===== config.mk =====
export PLATFORM = sky130hd
export DESIGN_NAME = tli_ctrl
export DESIGN_NICKNAME = d
export VERILOG_FILES = /design/src/rtl/core/tli_pkg.sv /design/src/rtl/core/tli_ctrl.sv
export SDC_FILE = /design/constraint.sdc
export NUM_CORES = 1
export LEC_CHECK = 0
export ABC_AREA = 1
export BUFFER_PORTS_ARGS = -buffer_cell sky130_fd_sc_hd__clkbuf_2
export CAP_MARGIN = 40
export CORE_ASPECT_RATIO = 0.8
export CORE_MARGIN = 1
export CORE_UTILIZATION = 58
export CTS_BUF_LIST = sky130_fd_sc_hd__clkbuf_2
export DETAILED_ROUTE_END_ITERATION = 8
export GPL_ROUTABILITY_DRIVEN = 0
export PLACE_DENSITY_LB_ADDON = 0.3
export SYNTH_ARGS = -nofsm -noshare
export SYNTH_HDL_FRONTEND = slang
export SYNTH_SLANG_ARGS = --single-unit

===== constraint.sdc =====
create_clock -name clk -period 2.7 [get_ports clk]
set_input_delay 0.27 -clock clk [delete_from_list [all_inputs] [get_ports clk]]
set_output_delay 0.27 -clock clk [all_outputs]
set_load 0.03 [all_outputs]

===== src/rtl/core/tli_pkg.sv =====
// shared types and constants for the table linear interpolator
// no dependencies; imported by the controller, datapath and top level
package tli_pkg;

  localparam logic OP_LOAD  = 1'b0;
  localparam logic OP_QUERY = 1'b1;

  // register index is paddr[2]
  localparam logic REG_POINTS_IN_USE = 1'b0;
  localparam logic [8:0] POINTS_RESET = 9'd2;

  // shift-add multiply and restoring divide both take 32 steps
  localparam int unsigned STEP_W = 5;
  localparam logic [STEP_W-1:0] STEP_LAST = 5'd31;

  typedef enum logic [1:0] {
    RD_ZERO,
    RD_LAST,
    RD_MID,
    RD_NEXT
  } rd_sel_t;

  typedef struct packed {
    logic    load;
    logic    start;
    rd_sel_t rd_sel;
    logic    take_y;
    logic    init_search;
    logic    pick_mid;
    logic    cap_a;
    logic    narrow;
    logic    setup_mul;
    logic    mul_step;
    logic    div_step;
    logic    finish;
    logic    fail;
    logic    push;
  } tli_cmd_t;

  typedef struct packed {
    logic q_le_x;
    logic q_ge_x;
    logic lo_gt_hi;
    logic bracket_ok;
    logic last;
    logic out_free;
  } tli_stat_t;

  typedef enum logic [9:0] {
    ST_IDLE = 10'b00_0000_0001,
    ST_CHK0 = 10'b00_0000_0010,
    ST_CHKN = 10'b00_0000_0100,
    ST_SRCH = 10'b00_0000_1000,
    ST_MIDA = 10'b00_0001_0000,
    ST_MIDB = 10'b00_0010_0000,
    ST_MUL  = 10'b00_0100_0000,
    ST_DIV  = 10'b00_1000_0000,
    ST_FIN  = 10'b01_0000_0000,
    ST_DONE = 10'b10_0000_0000
  } tli_state_t;

endpackage


===== src/rtl/core/tli_ctrl.sv =====
// sequencer of the interpolator: search, multiply and divide steps
// depends on tli_pkg
module tli_ctrl (
  input  logic                clk,
  input  logic                rst_n,
  input  logic                in_valid,
  input  logic                in_op,
  output logic                in_ready,
  input  tli_pkg::tli_stat_t  stat,
  output tli_pkg::tli_cmd_t   cmd
);
  import tli_pkg::*;

  tli_state_t          state_r, state_nxt;
  logic [STEP_W-1:0]   cnt_r, cnt_nxt;

  always_comb begin
    cmd       = '0;
    cmd.rd_sel = RD_ZERO;
    state_nxt = state_r;
    cnt_nxt   = cnt_r;
    in_ready  = (state_r == ST_IDLE);
    case (state_r)
      ST_IDLE: begin
        if (in_valid) begin
          if (in_op == OP_QUERY) begin
            cmd.start = 1'b1;
            state_nxt = ST_CHK0;
          end else begin
            cmd.load = 1'b1;
          end
        end
      end
      ST_CHK0: begin
        if (stat.q_le_x) begin
          cmd.take_y = 1'b1;
          state_nxt  = ST_DONE;
        end else begin
          cmd.rd_sel = RD_LAST;
          state_nxt  = ST_CHKN;
        end
      end
      ST_CHKN: begin
        if (stat.q_ge_x) begin
          cmd.take_y = 1'b1;
          state_nxt  = ST_DONE;
        end else begin
          cmd.init_search = 1'b1;
          state_nxt       = ST_SRCH;
        end
      end
      ST_SRCH: begin
        if (stat.lo_gt_hi) begin
          cmd.fail  = 1'b1;
          state_nxt = ST_DONE;
        end else begin
          cmd.pick_mid = 1'b1;
          cmd.rd_sel   = RD_MID;
          state_nxt    = ST_MIDA;
        end
      end
      ST_MIDA: begin
        cmd.cap_a  = 1'b1;
        cmd.rd_sel = RD_NEXT;
        state_nxt  = ST_MIDB;
      end
      ST_MIDB: begin
        if (stat.bracket_ok) begin
          cmd.setup_mul = 1'b1;
          cnt_nxt       = '0;
          state_nxt     = ST_MUL;
        end else if (stat.last) begin
          cmd.fail  = 1'b1;
          state_nxt = ST_DONE;
        end else begin
          cmd.narrow = 1'b1;
          state_nxt  = ST_SRCH;
        end
      end
      ST_MUL: begin
        cmd.mul_step = 1'b1;
        cnt_nxt      = cnt_r + 1'b1;
        if (cnt_r == STEP_LAST) begin
          cnt_nxt   = '0;
          state_nxt = ST_DIV;
        end
      end
      ST_DIV: begin
        cmd.div_step = 1'b1;
        cnt_nxt      = cnt_r + 1'b1;
        if (cnt_r == STEP_LAST) begin
          cnt_nxt   = '0;
          state_nxt = ST_FIN;
        end
      end
      ST_FIN: begin
        cmd.finish = 1'b1;
        state_nxt  = ST_DONE;
      end
      ST_DONE: begin
        if (stat.out_free) begin
          cmd.push  = 1'b1;
          state_nxt = ST_IDLE;
        end
      end
      default: begin
        state_nxt = ST_IDLE;
      end
    endcase
  end

  always_ff @(posedge clk) begin
    if (!rst_n) begin
      state_r <= ST_IDLE;
      cnt_r   <= '0;
    end else begin
      state_r <= state_nxt;
      cnt_r   <= cnt_nxt;
    end
  end

`ifndef SYNTH
  a_mul_to_div: assert property (@(posedge clk) disable iff (!rst_n)
    (state_r == ST_MUL && cnt_r == STEP_LAST) |=> (state_r == ST_DIV))
    else $error("multiply did not hand over to divide");

  a_mul_needs_bracket: assert property (@(posedge clk) disable iff (!rst_n)
    (state_r == ST_MIDB && state_nxt == ST_MUL) |-> stat.bracket_ok)
    else $error("interpolation started without a bracketing segment");
`endif

endmodule


==> results of run 1 <==
## critical path, stage by stage (launching register included)
cell and delay (ns):
dfxtp_1 0.39, nor2_2 0.18, nand2_2 0.12, nor3b_4 0.31
nand2_1 0.11, nor2_1 0.17, clkbuf_2 0.24
## sequential cells by signal (all words and copies together) (netlist names)
signal,count
cnt_r,5
state_r,10
## cells by family (layout without fill, tap and decap cells)
family / count (synthesis) / after routing / synth area share, %
AND/OR/NAND/NOR: 95 / 95 / 46.1
buffers and inverters: 29 / 57 / 11.1
adder cells (fa/ha/maj): 2 / 2 / 2.54
flip-flops: 15 / 15 / 30.5
XOR/XNOR: 1 / 1 / 0.890
AO/OA/AOI/OAI: 14 / 14 / 8.90
## per-layer routing
layer | routed length, µm | vias to the layer above
li1 | - | 536
met1 | 1130 | 495
met2 | 1200 | 35
met3 | 131 | 10
met4 | 40 | 0
met5 | 0 | -
## placed cells by master (no fill, tap or decap)
cell type	count
o21ai_1	2
xor2_1	1
nand4_1	3
nand2_1	35
o21a_1	1
a21oi_2	1
nor2_1	23
nand2_2	8
nor3_1	3
nor2_4	1
or2_2	1
a21oi_4	1
nand3b_1	2
dfxtp_1	15
nor4_1	1
inv_1	26
ha_1	2
nor3b_4	1
a21oi_1	9
inv_2	2
clkbuf_2	29
nor2_2	8
nand3_1	9
## layout make-up
class / count / area share (%)
clock buffers: 4 / 1.74
inverters: 28 / 9.12
multi-input cells: 112 / 49.9
flip-flops and latches: 15 / 26.1
well taps: 21 / 2.28
repair buffers: 25 / 10.9
## path summary, 6_finish.rpt
path | start | to | cells after the start
max | state_r[9] | cmd[6] | 6
min | rst_n | state_r[0] | 2
max reg2reg | cnt_r[0] | state_r[0] | 11
min reg2reg | cnt_r[4] | cnt_r[4] | 2
## power by group through the flow
| stage | combinational (mW) | sequential, mW | clock, mW |
|---|---|---|---|
| after floorplan | 0.0477 | 0.231 | 0 |
| after global placement | 0.0658 | 0.231 | 0 |
| after detailed placement | 0.0677 | 0.231 | 0 |
| after CTS | 0.0680 | 0.226 | 0.116 |
| after global routing | 0.0756 | 0.227 | 0.125 |
| final | 0.0693 | 0.226 | 0.117 |
==> results.tsv, run 1 <==
stage	metric	value	unit
setup_path	crit_path_end_kind	output pin	
grt	grt_pass1_wl	3780	µm
grt	grt_max_degree	14	
synthesis	synthTopCellsByArea	dfxtp_1 30%, nand2_1 13%, inv_1 9.9%	
power_and_ir_drop	combPwrFrac	16.8	%
min_path	hold_path_class	input pin to flop	
grt	grt_pass1_vias	936	
detailed_routing	drt_iter0_markers	53	
synthesis	synth_nets	168	
floorplan	io_pins	26	
floorplan	die_area	0.00187	mm²
timing	fin_crit_sh	77.3	%
timing	hold_viol	0	
floorplan	start_util	66.2	%
grt	gr-usage-met1	36.5	%
cells_and_area	design_area	0.00115	mm²
power_and_ir_drop	p_clk_share	28.4	%
setup_path	critPathArrivalTime	1.82	ns
synthesis	synthTopCellsByCount	35 x nand2_1, 26 x inv_1, 23 x nor2_1	
power_and_ir_drop	powerDensity	358	mW/mm²
grt	globalRouteMet3Util	9.35	%
power_and_ir_drop	switchingPower	0.128	mW
clock_network	cts_tree	built	
placed_design	portBuffers	25	
synthesis	synth.most_common_cell	nand2_1	
power_and_ir_drop	leakage	0.599	nW
setup_path	cp-start-kind	flop	
clock_network	cts_made_buffers	3	
clock_network	cts_max_level	1	
synthesis	synth_cell_types	23	
synthesis	synth_top_flop_cell	dfxtp_1	
power_and_ir_drop	intPower	0.285	mW
timing	setup_viol	0	
placed_design	placedInstanceArea	0.00113	mm²
floorplan	core	0.00149	mm²
cells_and_area	fillCellCount	123	
grt	busiest_layer	met2	
synthesis	yosys_warnings	0	
clock_network	cts_resized	0	
synthesis	async_reset_ff_share	0	%
setup_path	criticalPathCategory	flop to output pin	
timing	layout_setup_ws	0.614	ns
clock_network	path_clk_slew	0.14	ns
detailed_routing	drt_wl_total	2500	µm
clock_network	ctsHoldBuffers	0	
grt	grtUsageTotal	30.3	%
cells_and_area	drive_gt1_share	28.3	%
cells_and_area	post-route-util	77.5	%
timing	finClkSkew	0.00956	ns
placed_design	place_inst	201	
synthesis	ys_ff_latch	15	
cells_and_area	antenna_cells	0	
flow_run	cap_violations	0	
clock_network	cts-root-buf	clkbuf_2	
power_and_ir_drop	power.total	0.413	mW
outcome	status	complete, no violations	
timing	fmax	479	MHz
setup_path	critPathMaxFanout	5	
synthesis	netlist_instances	156	
floorplan	fp.dieW	48.1	µm
detailed_routing	wl_per_cell	12.2	µm
clock_network	clk_latency	0.31	ns
timing	tns	0	ns
floorplan	row_count	12	
timing	rsz0062_at_grt	no	
grt	use_met2	50.0	%
detailed_routing	routed-via-count	1076	
synthesis	synth_edf_count	0	
clock_network	clkSinkCount	15	
synthesis	postSynthAreaPerCell	6.31	µm²
detailed_routing	drc_errors	0	
timing	relSlewSlack	70.9	%
cells_and_area	area_growth	17.0	%
placed_design	dp_worst_setup_slack	0.978	ns
detailed_routing	ant_nets	0	
clock_network	clock_path_buffers	2	
synthesis	synth_top_area_share	30.5	%
setup_path	crit_required	2.43	ns
power_and_ir_drop	p_sw_share	31.0	%
power_and_ir_drop	peakVddDrop	0.000394	V
grt	grt_overflow	0	
synthesis	synthesis.area	985	µm²
cells_and_area	finalNetCount	197	
timing	final_max_slew_viol_count	0	
synthesis	yosysSeqAreaShare	30.5	%
clock_network	post-cts-setup-buffer-count	0	
placed_design	place_hpwl	2020	µm
detailed_routing	viasPerCell	5.25	
grt	antenna_found_initial	0	
timing	period_minus_slack	2.09	ns
synthesis	yosysTopAreaCell	dfxtp_1	
cells_and_area	seq_area	300	µm²
detailed_routing	dr.pass1.iters	4	
floorplan	die_y	38.9	µm
timing	holdWs	0.158	ns
power_and_ir_drop	seqPwrFrac	54.8	%
cells_and_area	multiInputGateArea	576	µm²
cells_and_area	layout.cells.non_filler	205	
setup_path	r2r_slack	0.90	ns
timing	tightest_slew	0.435	ns
Power figures use the tool's default switching activity.
==> run 2: changes to the inputs <==
--- a/config.mk
+++ b/config.mk
@@ -10,7 +10,7 @@
 export CAP_MARGIN = 40
 export CORE_ASPECT_RATIO = 0.8
 export CORE_MARGIN = 1
-export CORE_UTILIZATION = 58
+export CORE_UTILIZATION = 54
 export CTS_BUF_LIST = sky130_fd_sc_hd__clkbuf_2
 export DETAILED_ROUTE_END_ITERATION = 8
 export GPL_ROUTABILITY_DRIVEN = 0
==> constraint.sdc (replaced) <==
create_clock -name clk -period 2 [get_ports clk]
set_input_delay 0.2 -clock clk [delete_from_list [all_inputs] [get_ports clk]]
set_output_delay 0.2 -clock clk [all_outputs]
set_load 0.03 [all_outputs]
==> results.tsv, run 2 (synthesis gave the netlist of run 1 again) <==
stage	metric	value	unit	change
outcome	status	complete, no violations		
grt	grt_pass1_vias	886		-5.3%
clock_network	ctsHoldBuffers	0		unchanged
floorplan	die_area	0.00200	mm²	+7.1%
power_and_ir_drop	peakVddDrop	0.000296	V	-25%
floorplan	start_util	59.4	%	-6.9 points
cells_and_area	layout_commonest_cell	nand2_1		
detailed_routing	wl_per_cell	12.0	µm	-1.5%
min_path	hold_path_class	input pin to flop		
cells_and_area	fillCellCount	159		+29%
timing	fmax	527	MHz	
clock_network	clk_latency	0.31	ns	about the same
setup_path	crit_chain	nor2_4, nand2_1, nor2_4, nand2_2, inv_2, nand2_1, nor2_1, clkbuf_2		
placed_design	dp_worst_setup_slack	0.392	ns	-0.586 ns
timing	final_max_slew_viol_count	0		unchanged
detailed_routing	ant_nets	0		unchanged
cells_and_area	layout.cells.non_filler	206		+0.49%
power_and_ir_drop	powerDensity	474	mW/mm²	+32%
timing	layout_setup_ws	0.104	ns	-0.510 ns
cells_and_area	drive_gt1_share	29.3	%	+1.1 points
detailed_routing	drt_wl_total	2470	µm	-1.0%
cells_and_area	regMostFlops	state_r		
grt	grt_max_degree	14		unchanged
clock_network	cts_made_buffers	3		unchanged
detailed_routing	drc_errors	0		unchanged
clock_network	clock_path_buffers	2		unchanged
setup_path	critPathSlowestCell	dfxtp_1		
clock_network	cts_tree	built		
floorplan	row_count	13		+1
floorplan	core	0.00166	mm²	+12%
timing	fin_crit_sh	94.8	%	
detailed_routing	dr.pass1.iters	4		unchanged
cells_and_area	post-route-util	71.1	%	-6.4 points
floorplan	die_y	40.2	µm	+3.4%
detailed_routing	drt_iter0_markers	36		-32%
setup_path	crit_required	1.80	ns	-0.63 ns
setup_path	cp-start-kind	flop		
setup_path	critPathArrivalTime	1.70	ns	-0.12 ns
cells_and_area	largest_reg_flops	10		unchanged
cells_and_area	reg_top3	state_r x10, cnt_r x5		
placed_design	place_inst	202		+0.50%
detailed_routing	routed-via-count	1077		+0.093%
placed_design	placedInstanceArea	0.00113	mm²	+0.11%
timing	finClkSkew	0.00329	ns	-0.00626 ns
setup_path	r2r_slack	0.34	ns	-0.56 ns
flow_run	cap_violations	0		unchanged
power_and_ir_drop	leakage	0.608	nW	+1.5%
timing	relSlewSlack	72.5	%	+1.6 points
cells_and_area	design_area	0.00118	mm²	+2.4%
cells_and_area	layout_common_cells	35 x nand2_1, 27 x clkbuf_2, 26 x inv_1		
detailed_routing	viasPerCell	5.23		-0.39%
setup_path	crit_path_end_kind	output pin		
setup_path	crit_buf_inv	2		+1
clock_network	cts_max_level	1		unchanged
setup_path	crit_family	simple AND/OR/NAND/NOR gates		
setup_path	max_stage_delay	0.40	ns	about the same
cells_and_area	finalNetCount	197		unchanged
placed_design	place_hpwl	1980	µm	-1.6%
setup_path	criticalPathCategory	flop to output pin		
setup_path	critPathMaxFanout	4		-1
timing	setup_viol	0		unchanged
clock_network	cts-root-buf	clkbuf_2		
grt	antenna_found_initial	0		unchanged
grt	grt_overflow	0		unchanged
clock_network	path_clk_slew	0.15	ns	about the same
grt	grt_pass1_wl	3690	µm	-2.4%
cells_and_area	area_growth	19.8	%	
floorplan	io_pins	26		unchanged
timing	holdWs	0.0774	ns	-0.0805 ns
timing	tightest_slew	0.412	ns	-0.0238 ns
timing	period_minus_slack	1.90	ns	
cells_and_area	antenna_cells	0		unchanged
clock_network	clkSinkCount	15		unchanged
floorplan	fp.dieW	49.7	µm	+3.5%
power_and_ir_drop	power.total	0.559	mW	+35%
grt	grtUsageTotal	25.9	%	-4.4 points
timing	tns	0	ns	unchanged
placed_design	portBuffers	25		unchanged
timing	hold_viol	0		unchanged
run 2: final timing paths:
check,startpoint,endpoint,depth (start not counted)
worst max-delay path,state_r[9],cmd[13],8
worst min-delay path,rst_n,state_r[0],2
worst max register to register,cnt_r[0],state_r[0],11
worst min register to register,cnt_r[4],cnt_r[4],2
run 2: report_power, final:
part           total [mW]  internal (mW)  switching [mW]
sequential          0.306          0.302         0.00406
combinational      0.0940         0.0305          0.0635
clock               0.159         0.0529           0.106
total               0.559          0.386           0.173
run 2: final cells by class:
cell class,instances,area (µm²),area share (%)
Sequential cell,15,302,25.6
Timing Repair Buffer,25,128,10.8
Clock buffer,4,20.0,1.70
Inverter,28,105,8.91
Tap cell,22,27.5,2.33
Multi-Input combinational cell,112,598,50.7
run 2: metal layers:
metal  GRT usage (%)  up-vias  share of wire, %
li1                -      543                 -
met1            31.8      498                44
met2            45.3       34                49
met3            8.33        2               6.1
met4            5.71        0              0.49
met5               0        -                 0
run 2: timing repair:
item / in CTS / in global routing
buffers inserted: 0 / 0
gates resized for setup: 0 / 10
setup endpoints to repair: 0 / 6
==> run 3: changes to the inputs <==
--- a/config.mk
+++ b/config.mk
@@ -14,7 +14,7 @@
 export CTS_BUF_LIST = sky130_fd_sc_hd__clkbuf_2
 export DETAILED_ROUTE_END_ITERATION = 8
 export GPL_ROUTABILITY_DRIVEN = 0
-export PLACE_DENSITY_LB_ADDON = 0.3
+export PLACE_DENSITY = 0.81
 export SYNTH_ARGS = -nofsm -noshare
 export SYNTH_HDL_FRONTEND = slang
 export SYNTH_SLANG_ARGS = --single-unit
==> results.tsv, run 3 (synthesis gave the netlist of run 1 again) <==
stage	metric	value	unit	change
grt	grt_pass1_vias	863		-2.6%
floorplan	start_util	59.4	%	unchanged
setup_path	criticalPathCategory	flop to output pin		
cells_and_area	antenna_cells	0		unchanged
clock_network	path_clk_slew	0.17	ns	+0.02 ns
timing	hold_viol	0		unchanged
cells_and_area	design_area	0.00118	mm²	+0.21%
setup_path	critPathMaxFanout	5		+1
timing	setup_viol	0		unchanged
clock_network	cts_made_buffers	3		unchanged
detailed_routing	drt_wl_total	2350	µm	-5.1%
placed_design	portBuffers	25		unchanged
setup_path	r2r_start	cnt_r[0]		
setup_path	crit_path_end_kind	output pin		
power_and_ir_drop	switchingPower	0.181	mW	+4.4%
cells_and_area	finalNetCount	197		unchanged
setup_path	critPathSlowestCell	dfxtp_1		
power_and_ir_drop	leakage	0.601	nW	-1.2%
cells_and_area	regMostFlops	state_r		
floorplan	die_area	0.00200	mm²	unchanged
flow_run	cap_violations	0		unchanged
detailed_routing	wl_per_cell	11.4	µm	-5.1%
power_and_ir_drop	power.total	0.561	mW	+0.34%
clock_network	cts-root-buf	clkbuf_2		
timing	rsz0062_at_grt	yes		
cells_and_area	layout_common_cells	35 x nand2_1, 26 x inv_1, 26 x clkbuf_2		
detailed_routing	viasPerCell	5.13		-1.9%
cells_and_area	largest_reg_flops	10		unchanged
placed_design	place_hpwl	1900	µm	-4.5%
cells_and_area	seq_area	304	µm²	+0.83%
setup_path	crit_required	1.80	ns	about the same
setup_path	critPathArrivalTime	1.71	ns	about the same
power_and_ir_drop	powerDensity	474	mW/mm²	+0.13%
grt	grt_pass1_wl	3680	µm	-0.19%
cells_and_area	drive_gt1_share	30.4	%	+1.1 points
grt	grtUsageTotal	25.8	%	-0.044 points
power_and_ir_drop	p_clk_share	28.6	%	+0.2 points
outcome	status	complete, no violations		
floorplan	row_count	13		unchanged
placed_design	placedInstanceArea	0.00113	mm²	unchanged
clock_network	cts_max_level	1		unchanged
clock_network	ctsHoldBuffers	0		unchanged
setup_path	max_stage_delay	0.38	ns	-0.02 ns
min_path	hold_path_class	input pin to flop		
placed_design	place_inst	202		unchanged
power_and_ir_drop	p_sw_share	32.2	%	+1.2 points
power_and_ir_drop	combPwrFrac	16.6	%	-0.2 points
floorplan	fp.dieW	49.7	µm	unchanged
setup_path	cp-start-kind	flop		
timing	final_max_slew_viol_count	0		unchanged
clock_network	clock_path_buffers	2		unchanged
grt	grt_overflow	0		unchanged
floorplan	io_pins	26		unchanged
cells_and_area	reg_top3	state_r x10, cnt_r x5		
detailed_routing	ant_nets	0		unchanged
cells_and_area	fillCellCount	164		+3.1%
detailed_routing	drt_iter0_markers	49		+36%
cells_and_area	area_growth	20.1	%	
cells_and_area	multiInputGateArea	593	µm²	-0.84%
min_path	min_from	rst_n		
timing	fmax	523	MHz	-0.88%
floorplan	die_y	40.2	µm	unchanged
power_and_ir_drop	peakVddDrop	0.000483	V	+63%
grt	antenna_found_initial	0		unchanged
power_and_ir_drop	intPower	0.380	mW	-1.5%
setup_path	crit_chain	nor2_4, nand2_2, nor3b_4, nand2_1, nor2_2, clkbuf_4		
detailed_routing	drc_errors	0		unchanged
clock_network	clkSinkCount	15		unchanged
clock_network	clk_latency	0.31	ns	about the same
floorplan	core	0.00166	mm²	unchanged
timing	fin_crit_sh	95.7	%	+0.84 points
power_and_ir_drop	seqPwrFrac	54.8	%	about the same
clock_network	cts_tree	built		
detailed_routing	routed-via-count	1056		-1.9%
timing	tightest_slew	0.407	ns	-0.00413 ns
cells_and_area	layout.cells.non_filler	206		unchanged
grt	grt_max_degree	14		unchanged
timing	finClkSkew	0.0108	ns	+0.00749 ns
cells_and_area	layout_commonest_cell	nand2_1		
timing	relSlewSlack	72.8	%	+0.28 points
setup_path	startpoint	state_r[8]		
detailed_routing	dr.pass1.iters	4		unchanged
timing	period_minus_slack	1.91	ns	+0.0168 ns
-- run 3: cell type report --
cell class              instances  area share, %
clock buffers                   3           1.27
clock inverters                 1          0.635
inverters                      28           8.89
multi-input cells             112           50.2
flip-flops and latches         15           25.7
well taps                      22           2.33
repair buffers                 25           11.0
-- run 3: per-layer routing --
metal / GRT usage, % / wire [µm] / vias up
li1: - / - / 546
met2: 45.3 / 1120 / 32
met4: 8.57 / 21 / 0
met5: 0 / 0 / -
met1: 31.7 / 1070 / 474
met3: 6.82 / 131 / 4
-- run 3: path summary, 6_finish.rpt --
check,endpoint,slack [ns],cells after the start
worst max-delay path,cmd[6],0.09,6
worst min-delay path,state_r[0],0.06,2
worst max register to register,state_r[0],0.33,11
worst min register to register,cnt_r[4],0.49,2
-- run 3: critical path, delay by kind of cell (launching register included) --
family,cells,cell delay [ns]
AND/OR/NAND/NOR,5,0.81
flip-flops,1,0.38
buffers and inverters,1,0.20
-- run 3: power by group through the flow --
| stage | combinational, mW | sequential [mW] | clock, mW |
|---|---|---|---|
| 6_report | 0.0932 | 0.307 | 0.160 |
| 5_1_grt | 0.103 | 0.308 | 0.176 |
| 4_1_cts | 0.0914 | 0.306 | 0.164 |
| 3_5_place_dp | 0.0908 | 0.312 | 0 |
| 3_3_place_gp | 0.0891 | 0.312 | 0 |
| 2_1_floorplan | 0.0643 | 0.311 | 0 |
-- run 3: through the flow --
| stage | setup slack [ns] | hold slack [ns] | utilization [%] | TNS [ns] |
|---|---|---|---|---|
| finish | 0.0867 | 0.0632 | 71.3 | 0 |
| global route | -0.0267 | 0.0528 | 71.3 | -0.0533 |
| CTS | 0.0111 | 0.0558 | 69.8 | 0 |
| detailed placement | 0.354 | 0.400 | 68.3 | 0 |
| global placement | 0.350 | 0.401 | 68.3 | 0 |
| floorplan | 0.247 | 0.269 | - | 0 |
-- run 3: repair_timing --
action                     4_1_cts  5_1_grt
pin swaps                        1        1
resized for setup                1        9
hold endpoints to repair         0        0
setup endpoints to repair        1        6
setup buffers                    0        0
